[config.mk]
export PLATFORM = sky130hd
export DESIGN_NAME = ps_pack_header_parser
export DESIGN_NICKNAME = d
export VERILOG_FILES = /design/src/hw/rtl/pshp_pkg.sv /design/src/hw/rtl/pshp_sector_parser.sv /design/src/hw/rtl/ps_pack_header_parser.sv
export SDC_FILE = /design/constraint.sdc
export NUM_CORES = 1
export LEC_CHECK = 0
export ABC_AREA = 1
export ABC_CLOCK_PERIOD_IN_PS = 14600
export BUFFER_PORTS_ARGS = -buffer_cell sky130_fd_sc_hd__buf_2
export CAP_MARGIN = 20
export CORE_AREA = 8 8 289 151
export CTS_BUF_LIST = sky130_fd_sc_hd__clkbuf_8
export DETAILED_ROUTE_END_ITERATION = 7
export DIE_AREA = 0 0 297 159
export GPL_TIMING_DRIVEN = 0
export HOLD_SLACK_MARGIN = 0.03
export PLACE_DENSITY_LB_ADDON = 0.25
export SLEW_MARGIN = 30
export SYNTH_ARGS = -nofsm -noshare
export SYNTH_HDL_FRONTEND = slang
export SYNTH_SLANG_ARGS = --single-unit
[constraint.sdc]
create_clock -name clk -period 14.6 [get_ports clk]
set_clock_uncertainty 0.15 [all_clocks]
set_input_delay 1.46 -clock clk [delete_from_list [all_inputs] [get_ports clk]]
set_output_delay 1.46 -clock clk [all_outputs]
set_load 0.02 [all_outputs]
[src/hw/rtl/pshp_pkg.sv]
// package: types and constants of the program stream pack header parser
`timescale 1ns / 1ps

package pshp_pkg;

    localparam int SECTOR_BYTES_DEF = 2048;

    localparam logic [7:0] PACK_CODE    = 8'hBA;
    localparam logic [7:0] PRIV1_ID     = 8'hBD;
    localparam int         PTS_FLAG_BIT = 7;
    localparam logic [2:0] STUFF_MASK   = 3'd7;
    localparam logic [8:0] SCR_SCALE    = 9'd300;
    localparam logic [4:0] PES_BASE     = 5'd14;

    typedef enum logic [1:0] {
        STATUS_OK        = 2'd0,
        STATUS_NO_PACK   = 2'd1,
        STATUS_NO_PACKET = 2'd2
    } status_t;

    typedef struct packed {
        logic [7:0] data_byte;
        logic       last_byte;
    } byte_req_t;

    typedef struct packed {
        status_t     status;
        logic [7:0]  stream_id;
        logic        is_private;
        logic [41:0] scr_value;
        logic        scr_valid;
        logic [32:0] pts_value;
        logic        pts_valid;
    } result_req_t;

    // sector summary handed from the parser to the result stage
    typedef struct packed {
        status_t     status;
        logic [7:0]  stream_id;
        logic        is_private;
        logic [32:0] scr_base;
        logic [8:0]  scr_ext;
        logic        scr_valid;
        logic [32:0] pts_value;
        logic        pts_valid;
    } sector_sum_t;

endpackage

[src/hw/rtl/pshp_sector_parser.sv]
// byte-position parser: start codes, stuffing, stream ids, scr and pts fields
`timescale 1ns / 1ps

module pshp_sector_parser #(
    parameter int SECTOR_BYTES = pshp_pkg::SECTOR_BYTES_DEF
) (
    input  logic                  clk,
    input  logic                  rst_n,
    input  logic                  take,
    input  pshp_pkg::byte_req_t   req,
    input  logic                  report_private,
    output pshp_pkg::sector_sum_t sum
);

    localparam int OFFS_W = $clog2(SECTOR_BYTES + 1);
    localparam int CW     = (OFFS_W > 10) ? OFFS_W : 10;

    logic [OFFS_W-1:0] offs_reg, offs_next;
    logic [2:0]        stuff_reg, stuff_next;
    logic              pack_ok_reg, pack_ok_next;
    logic              packet_ok_reg, packet_ok_next;
    logic [7:0]        outer_id_reg, outer_id_next;
    logic [7:0]        pes_len_reg, pes_len_next;
    logic              pts_flag_reg, pts_flag_next;
    logic [7:0]        substream_reg, substream_next;
    logic [47:0]       scr_raw_reg, scr_raw_next;
    logic [39:0]       pts_raw_reg, pts_raw_next;

    logic [OFFS_W-1:0] pos;
    logic [OFFS_W-1:0] ps;
    logic [OFFS_W-1:0] ps_n;
    logic [OFFS_W-1:0] rel;
    logic [7:0]        b;
    logic              is_priv;

    assign pos = offs_reg;
    assign b   = req.data_byte;
    assign ps  = OFFS_W'(pshp_pkg::PES_BASE) + OFFS_W'(stuff_reg);
    assign rel = pos - ps;

    always_comb
    begin
        offs_next      = offs_reg;
        stuff_next     = stuff_reg;
        pack_ok_next   = pack_ok_reg;
        packet_ok_next = packet_ok_reg;
        outer_id_next  = outer_id_reg;
        pes_len_next   = pes_len_reg;
        pts_flag_next  = pts_flag_reg;
        substream_next = substream_reg;
        scr_raw_next   = scr_raw_reg;
        pts_raw_next   = pts_raw_reg;

        if (offs_reg < OFFS_W'(SECTOR_BYTES))
        begin
            offs_next = offs_reg + OFFS_W'(1);
            // pack start code
            if (pos < OFFS_W'(3))
            begin
                if (b != ((pos == OFFS_W'(2)) ? 8'h01 : 8'h00))
                begin
                    pack_ok_next = 1'b0;
                end
            end
            else if (pos == OFFS_W'(3))
            begin
                if (b != pshp_pkg::PACK_CODE)
                begin
                    pack_ok_next = 1'b0;
                end
            end
            if (pos >= OFFS_W'(4) && pos <= OFFS_W'(9))
            begin
                scr_raw_next = {scr_raw_reg[39:0], b};
            end
            if (pos == OFFS_W'(13))
            begin
                stuff_next = b[2:0] & pshp_pkg::STUFF_MASK;
            end
            // packet header, relative to the end of the stuffing
            if (pos >= ps)
            begin
                if (rel < OFFS_W'(3))
                begin
                    if (b != ((rel == OFFS_W'(2)) ? 8'h01 : 8'h00))
                    begin
                        packet_ok_next = 1'b0;
                    end
                end
                else if (rel == OFFS_W'(3))
                begin
                    outer_id_next = b;
                end
                else if (rel == OFFS_W'(7))
                begin
                    pts_flag_next = b[pshp_pkg::PTS_FLAG_BIT];
                end
                else if (rel == OFFS_W'(8))
                begin
                    pes_len_next = b;
                end
                if (rel >= OFFS_W'(9) && rel <= OFFS_W'(13))
                begin
                    pts_raw_next = {pts_raw_reg[31:0], b};
                end
                if (rel >= OFFS_W'(9) && CW'(rel) == CW'(9) + CW'(pes_len_reg))
                begin
                    substream_next = b;
                end
            end
        end
    end

    // sector summary from the state after this request
    assign ps_n    = OFFS_W'(pshp_pkg::PES_BASE) + OFFS_W'(stuff_next);
    assign is_priv = (outer_id_next == pshp_pkg::PRIV1_ID);

    always_comb
    begin
        sum = '0;
        if (!pack_ok_next || offs_next < OFFS_W'(4))
        begin
            sum.status = pshp_pkg::STATUS_NO_PACK;
        end
        else if (!packet_ok_next || offs_next < ps_n + OFFS_W'(4))
        begin
            sum.status = pshp_pkg::STATUS_NO_PACKET;
        end
        else
        begin
            sum.status = pshp_pkg::STATUS_OK;
        end
        if (pack_ok_next && offs_next >= OFFS_W'(10))
        begin
            sum.scr_valid = 1'b1;
            sum.scr_base  = {scr_raw_next[45:43], scr_raw_next[41:27], scr_raw_next[25:11]};
            sum.scr_ext   = scr_raw_next[9:1];
        end
        if (sum.status == pshp_pkg::STATUS_OK)
        begin
            sum.is_private = is_priv;
            sum.stream_id  = (is_priv && report_private) ? substream_next : outer_id_next;
            if (is_priv && pts_flag_next && offs_next >= ps_n + OFFS_W'(14))
            begin
                sum.pts_valid = 1'b1;
                sum.pts_value = {pts_raw_next[35:33], pts_raw_next[31:17], pts_raw_next[15:1]};
            end
        end
    end

    always_ff @(posedge clk or negedge rst_n)
    begin
        if (!rst_n)
        begin
            offs_reg      <= '0;
            stuff_reg     <= '0;
            pack_ok_reg   <= 1'b1;
            packet_ok_reg <= 1'b1;
            outer_id_reg  <= '0;
            pes_len_reg   <= '0;
            pts_flag_reg  <= 1'b0;
            substream_reg <= '0;
            scr_raw_reg   <= '0;
            pts_raw_reg   <= '0;
        end
        else if (take)
        begin
            if (req.last_byte)
            begin
                // back to the start of a sector
                offs_reg      <= '0;
                stuff_reg     <= '0;
                pack_ok_reg   <= 1'b1;
                packet_ok_reg <= 1'b1;
                outer_id_reg  <= '0;
                pes_len_reg   <= '0;
                pts_flag_reg  <= 1'b0;
                substream_reg <= '0;
                scr_raw_reg   <= '0;
                pts_raw_reg   <= '0;
            end
            else
            begin
                offs_reg      <= offs_next;
                stuff_reg     <= stuff_next;
                pack_ok_reg   <= pack_ok_next;
                packet_ok_reg <= packet_ok_next;
                outer_id_reg  <= outer_id_next;
                pes_len_reg   <= pes_len_next;
                pts_flag_reg  <= pts_flag_next;
                substream_reg <= substream_next;
                scr_raw_reg   <= scr_raw_next;
                pts_raw_reg   <= pts_raw_next;
            end
        end
    end

endmodule

[src/hw/rtl/ps_pack_header_parser.sv]
// top level: mpeg-2 program stream pack header parser
// takes one sector byte per cycle, bytes stall only while both result stages are full
// a result passes through the summary register, then the scr scaling stage
// throughput one byte per cycle while bytes are not stalled; the scr multiply sits alone in the second stage
// rst_n clears the sector state and the valid flags of both stages, report_private resets to 1
`timescale 1ns / 1ps

module ps_pack_header_parser #(
    parameter int SECTOR_BYTES = pshp_pkg::SECTOR_BYTES_DEF
) (
    input  logic                  clk,
    input  logic                  rst_n,
    input  logic                  byte_valid,
    output logic                  byte_ready,
    input  pshp_pkg::byte_req_t   byte_req,
    output logic                  result_valid,
    input  logic                  result_ready,
    output pshp_pkg::result_req_t result_req,
    input  logic                  cfg_we,
    input  logic                  cfg_wdata
);

    logic                  priv_mode_reg, priv_mode_next;
    logic                  sum_valid_reg, sum_valid_next;
    pshp_pkg::sector_sum_t sum_reg, sum_next;
    logic                  out_valid_reg, out_valid_next;
    pshp_pkg::result_req_t out_reg, out_next;
    pshp_pkg::sector_sum_t sum;
    logic                  take;
    logic                  out_load;

    assign out_load   = !out_valid_reg || result_ready;
    assign byte_ready = !sum_valid_reg || out_load;
    assign take       = byte_valid && byte_ready;

    pshp_sector_parser #(
        .SECTOR_BYTES (SECTOR_BYTES)
    ) u_parser (
        .clk            (clk),
        .rst_n          (rst_n),
        .take           (take),
        .req            (byte_req),
        .report_private (priv_mode_reg),
        .sum            (sum)
    );

    always_comb
    begin
        priv_mode_next = cfg_we ? cfg_wdata : priv_mode_reg;

        sum_valid_next = sum_valid_reg;
        sum_next       = sum_reg;
        if (take && byte_req.last_byte)
        begin
            sum_valid_next = 1'b1;
            sum_next       = sum;
        end
        else if (out_load)
        begin
            sum_valid_next = 1'b0;
        end

        out_valid_next = out_valid_reg;
        out_next       = out_reg;
        if (out_load)
        begin
            out_valid_next       = sum_valid_reg;
            out_next.status      = sum_reg.status;
            out_next.stream_id   = sum_reg.stream_id;
            out_next.is_private  = sum_reg.is_private;
            out_next.scr_value   = 42'(sum_reg.scr_base) * 42'(pshp_pkg::SCR_SCALE)
                                 + 42'(sum_reg.scr_ext);
            out_next.scr_valid   = sum_reg.scr_valid;
            out_next.pts_value   = sum_reg.pts_value;
            out_next.pts_valid   = sum_reg.pts_valid;
        end
    end

    always_ff @(posedge clk or negedge rst_n)
    begin
        if (!rst_n)
        begin
            priv_mode_reg <= 1'b1;
            sum_valid_reg <= 1'b0;
            out_valid_reg <= 1'b0;
        end
        else
        begin
            priv_mode_reg <= priv_mode_next;
            sum_valid_reg <= sum_valid_next;
            out_valid_reg <= out_valid_next;
        end
    end

    // payload stages
    always_ff @(posedge clk)
    begin
        sum_reg <= sum_next;
        out_reg <= out_next;
    end

    assign result_valid = out_valid_reg;
    assign result_req   = out_reg;

endmodule

== Yosys cells after proc, flatten, opt, wreduce, memory -nomap -nowiden ==
Cells that the tools add are included.

* Flip-flop bits (word level): 301
* Input port bits: 15
* Output and inout port bits: 90
* Word-level logic and storage cells: 148

* Add/sub/neg operators: 8
* Multipliers: 1
* Order comparisons: 12
* Equal/unequal tests: 15
* Multiplexer cells: 54
* Reductions and logical operators: 28

{| class="wikitable"
|+ Operator list
! operator !! number
|-
| 36-bit two-way mux || 4
|-
| 46-bit two-way mux || 3
|-
| 8-bit two-way mux || 17
|-
| 12-bit by 2-bit equality test with 1-bit output, second input constant || 4
|-
| 42-bit by 9-bit adder with 42-bit output || 1
|-
| 33-bit by 7-bit multiplier with 40-bit output, second input constant || 1
|-
| 12-bit by 4-bit equality test with 1-bit output, second input constant || 2
|-
| 12-bit greater-or-equal comparator || 2
|-
| 12-bit by 4-bit greater-or-equal comparator with 1-bit output, second input constant || 2
|-
| 12-bit by 4-bit less-or-equal comparator with 1-bit output, second input constant || 2
|-
| 12-bit by 2-bit less-than comparator with 1-bit output, second input constant || 2
|-
| 12-bit two-way mux || 2
|-
| 1-bit two-way mux || 23
|-
| 8-bit inequality test || 2
|-
| 12-bit by 1-bit adder with 12-bit output, second input constant || 1
|-
| 12-bit by 3-bit adder with 12-bit output, second input constant || 1
|-
| 12-bit by 4-bit adder with 12-bit output, second input constant || 1
|-
| 12-bit equality test || 1
|-
| 12-bit by 3-bit equality test with 1-bit output, second input constant || 1
|-
| 12-bit by 3-bit greater-or-equal comparator with 1-bit output, second input constant || 1
|-
| 12-bit less-than comparator || 1
|-
| 12-bit less-than comparator, second input constant || 1
|-
| 12-bit by 3-bit less-than comparator with 1-bit output, second input constant || 1
|-
| 2-bit nonzero test || 6
|-
| other kinds (16) || 36
|}

== Longest topological paths before layout ==
* Depth in word-level cells: 15
* Depth in mapped cells: 28

== Modules after synthesis ==
A second synthesis with hierarchy kept.

* Cell total of the unflattened synthesis: 2396
* Area total of the unflattened synthesis: 20338.3 sq um

{| class="wikitable"
|+ By module, submodules not included
! module !! instances !! cells an instance !! area each (sq um) !! seq. area each (sq um)
|-
| ps_pack_header_parser || 1 || 1302 || 12233.0 || 5361.4
|-
| pshp_sector_parser || 1 || 1094 || 8105.3 || 3055.4
|}

== Worst setup path after synthesis ==
OpenSTA, ideal clock, no wires.

* Path kind: input port to flip-flop
* Start: in result_ready
* End: reg u_parser.pes_len_reg[0]
* Setup time: 112 ps
* Arrival: 6808 ps
* Path slack: 7531 ps
* Cell stages on the path: 6
* Path through: inv_1 nand3_1 nand2_1 nor2_1 a21oi_1 o21ai_0

* Longest elaborated chain between the ends: 4

{| class="wikitable"
|+ RTL lines
! item !! line !! text
|-
| start, declared || ps_pack_header_parser.sv:17 || <nowiki>input logic result_ready,</nowiki>
|-
| 1-bit logical OR || ps_pack_header_parser.sv:32 || <nowiki>assign out_load = !out_valid_reg || result_ready;</nowiki>
|-
| 1-bit logical OR || ps_pack_header_parser.sv:33 || <nowiki>assign byte_ready = !sum_valid_reg || out_load;</nowiki>
|-
| named net byte_ready || ps_pack_header_parser.sv:14 || <nowiki>output logic byte_ready,</nowiki>
|-
| 1-bit logical AND || ps_pack_header_parser.sv:34 || <nowiki>assign take = byte_valid && byte_ready;</nowiki>
|-
| 7-bit AND reduction (no line) || - ||
|-
| end signal, assigned || pshp_sector_parser.sv:189 || <nowiki>pes_len_reg <= pes_len_next;</nowiki>
|-
| end, declared || pshp_sector_parser.sv:23 || <nowiki>logic [7:0] pes_len_reg, pes_len_next;</nowiki>
|}

The timed path passes the listed nets, and every way through them passes these cells.
A chain may end at the register's enable or synchronous reset.

== Worst setup path after layout ==
* Start: reg sum_reg[49] in the netlist's numbering
* End: reg out_reg, in the netlist result_req[71], data pin

* Longest elaborated chain between the ends: 2

{| class="wikitable"
|+ RTL lines
! item !! line !! text
|-
| start, declared || ps_pack_header_parser.sv:25 || <nowiki>pshp_pkg::sector_sum_t sum_reg, sum_next;</nowiki>
|-
| start signal, assigned || ps_pack_header_parser.sv:98 || <nowiki>sum_reg <= sum_next;</nowiki>
|-
| 33-bit by 7-bit multiplier with 40-bit output || ps_pack_header_parser.sv:71 || <nowiki>out_next.scr_value = 42'(sum_reg.scr_base) * 42'(pshp_pkg::SCR_SCALE)</nowiki>
|-
| 42-bit by 9-bit adder with 42-bit output || ps_pack_header_parser.sv:72 || <nowiki>+ 42'(sum_reg.scr_ext);</nowiki>
|-
| end signal, assigned || ps_pack_header_parser.sv:99 || <nowiki>out_reg <= out_next;</nowiki>
|-
| end, declared || ps_pack_header_parser.sv:27 || <nowiki>pshp_pkg::result_req_t out_reg, out_next;</nowiki>
|}

No other way between the ends.

==> reports/results.ini <==
[synthesis]
ys_warn_count=0
synth_seq_cells=301
synthArstFlopShare_pct=41.5
synth_flop_cell=edfxtp_1
synth_top_area_share_pct=27.0
syn_inst=2341
yosysTopAreaCell=edfxtp_1
synth_area_leaders=edfxtp_1, dfrtp_1, nand2_1, inv_1, ha_1
syn_area_per_cell_um2=8.37
yosys.cell_types.count=51
syn-cell-area_um2=19600
syn-num-nets=2555
yosysSeqAreaShare_pct=42.9
synth_edf_count=176

[cells_and_area]
nNetsFinal=2712
drive_gt1_share_pct=9.08
antenna_cells=0
syn_to_final_growth_pct=11.7
design_area_um2=21900
fill_cells=3714

[power_and_ir_drop]
cellPowerDensity_nw_per_um2=128
p_clk_share_pct=25.0
cellInternalPower_mw=1.67
comb_power_share_pct=37.2
p_leak_nw=11.1
peakVddDrop_uv=56.6
p_switching_mw=1.12
seqPwrFrac_pct=37.8
swShare_pct=40.0

[critical_path]
arrival_ns=6.08
crit_path_start_kind=register
critPathRequiredTime_ns=14.79
path_buf_inv=3
path_class=register to register
crit_fanout=5
crit_chain=ha_1, ha_1, fa_1, inv_1, fa_1, inv_1, ha_1, nand2_1, nor2_1, nand3_1, nand2_1, nand2_1, nand2_1, nand2_1, nand2_1, nand2_1, nor2_1, nand2_1, nor2_1, nand2_1, nor2_1, nand4_1, nand2_1, inv_1
cpMostUsedCell=nand2_1
crit_family=simple AND/OR/NAND/NOR gates
max_stage_delay_ns=0.54
crit_path_end_kind=register
slowest_stage=fa_1

[routing]
wirelength_um=54900
vias=16400
first_pass_iters=6
route.detailed.drc=0
viasPerCell=5.32
wl_per_cell_um=17.9
drtAntennaViolNets=0
drt_iter0_drc=1826

[placed_design]
routabilityCongestion=0.988
hpwl_um=43600
numPortBuffers=104
place_area_um2=21000

[timing]
tightest_slew_ns=0.853
hold_violations=0
post-route-period-util_pct=40.3
setup_viol=0
slew_headroom_pct=43.1
fin_setup_tns_ns=0
maxSlewViolCount=0
rsz0062_at_grt=false
fmax_mhz=170
min_period_ns=5.89

[floorplan]
core_area_um2=39700
ios=105
start_util_pct=49.4
dieArea_um2=47200
die-height_um=159
rows=52
die_w_um=297

[clock_tree]
post_cts_buffers=0
path_clk_slew_ns=0.06
clock_sinks=301
root_buffer=clkbuf_8
clockBufferDepth=3
post_cts_resized=0
ctsHtreeMaxLevel=2
cts_buffers=44
clock_latency_ns=0.61
cts_hold_buf=0
cts_tree=built

[grt]
grt.overflow.total=0
grt_max_degree=80
grt_pass1_wl_um=85100
antenna_found_initial=0
grt_pass1_vias=15100
track_usage_pct=22.6

[run]
max_cap_viol_count=0

[min_path]
hp-class=register to register

[outcome]
outcome=finished clean

## cells in the mapped netlist (all sizes together), types with 2 or more instances
library cell  instances
a211oi                2
a21o                  3
a21oi                54
and2                  3
buf                  14
clkbuf               37
dfrtp               122
dfstp                 3
edfxtp              176
fa                   59
ha                  140
inv                 476
nand2               544
nand3               117
nand3b                6
nand4                34
nor2                226
nor3                 21
nor3b                 2
nor4                  3
o211ai                2
o21a                  2
o21ai               126
o21bai                2
o22ai               103
o31ai                 2
or2                   3
xnor2                10
xor2                 41
## path summary, 6_finish.rpt
path / cells past startpoint / slack [ns] / from / to
min in group asynchronous: 1 / 0.59 / rst_n / u_parser.offs_reg[4]$_DFFE_PN0P_
worst min-delay path: 0 / 0.27 / sum_reg[9]$_SDFFCE_PN0P_ / result_req[9]$_DFFE_PP_
worst max register to register: 24 / 8.71 / sum_reg[49]$_SDFFCE_PN0P_ / result_req[71]$_DFFE_PP_
max in group asynchronous: 2 / 12.94 / rst_n / u_parser.pts_raw_reg[20]$_DFFE_PN0P_
worst max-delay path: 24 / 8.71 / sum_reg[49]$_SDFFCE_PN0P_ / result_req[71]$_DFFE_PP_
worst min register to register: 0 / 0.27 / sum_reg[9]$_SDFFCE_PN0P_ / result_req[9]$_DFFE_PP_
## cell usage in the layout, fill, tap and decap left out, types with 4 or more instances in the layout
| cell | n |
|---|---|
| xnor2_1 | 10 |
| o22ai_1 | 103 |
| nor2_2 | 25 |
| fa_1 | 59 |
| nand4_1 | 34 |
| nand2_1 | 538 |
| a21oi_1 | 54 |
| edfxtp_1 | 176 |
| clkinv_1 | 8 |
| nand3b_1 | 6 |
| nor2_1 | 198 |
| clkbuf_1 | 37 |
| inv_1 | 491 |
| nor3_1 | 20 |
| buf_2 | 111 |
| dfrtp_1 | 122 |
| ha_1 | 140 |
| buf_6 | 4 |
| nand3_1 | 111 |
| nand2_2 | 4 |
| clkbuf_8 | 48 |
| nand3_2 | 5 |
| o21ai_0 | 126 |
| buf_16 | 6 |
| xor2_1 | 40 |
## per-stage QoR
stage | hold slack, ns | setup WS (ns) | cells | util, % | total power [mW]
detailed placement | 0.255 | 9.01 | 2992 | 52.9 | 2.08
CTS | 0.271 | 8.95 | 3073 | 55.1 | 2.79
global placement | 0.254 | 4.56 | 2985 | 52.4 | 2.06
global route | 0.273 | 8.53 | 3073 | 55.1 | 2.97
floorplan | 0.250 | 7.53 | 2341 | - | 1.78
finish | 0.267 | 8.71 | 3073 | 55.1 | 2.79
## power groups by stage
| stage | Sequential [mW] | Clock [mW] | Combinational (mW) |
|---|---|---|---|
| after global placement | 1.07 | 0 | 0.990 |
| after global routing | 1.07 | 0.748 | 1.15 |
| after detailed placement | 1.07 | 0 | 1.01 |
| after floorplan | 1.15 | 0 | 0.631 |
| final | 1.06 | 0.697 | 1.04 |
| after CTS | 1.06 | 0.714 | 1.02 |
## layer usage
| metal | vias up | GRT usage [%] | part of all wire (%) |
|---|---|---|---|
| li1 | 7877 | - | - |
| met1 | 7703 | 37.1 | 51 |
| met2 | 734 | 26.6 | 34 |
| met3 | 47 | 9.43 | 14 |
| met4 | 0 | 3.19 | 1.0 |
| met5 | - | 0 | 0 |
## cell type report
type | instances | area [µm²] | share of cell area, %
Inverter | 476 | 1790 | 8.17
Timing Repair Buffer | 111 | 716 | 3.27
Clock inverter | 33 | 218 | 0.995
Clock buffer | 48 | 661 | 3.02
Multi-Input combinational cell | 1513 | 9170 | 41.9
Buffer | 51 | 235 | 1.07
Tap cell | 540 | 676 | 3.09
Sequential cell | 301 | 8420 | 38.5
## cells by family after synthesis
group,count (synthesis),share of synthesized area [%]
muxes,1,0.0575
xor gates and xnor gates,51,2.32
and+or+nand+nor,959,20.7
adders and majority gates,199,15.0
DFF,301,42.9
AOI/OAI and AO/OA,303,8.68
buffers and inverters,527,10.3
Note: power is estimated with default switching activity, not from simulation.
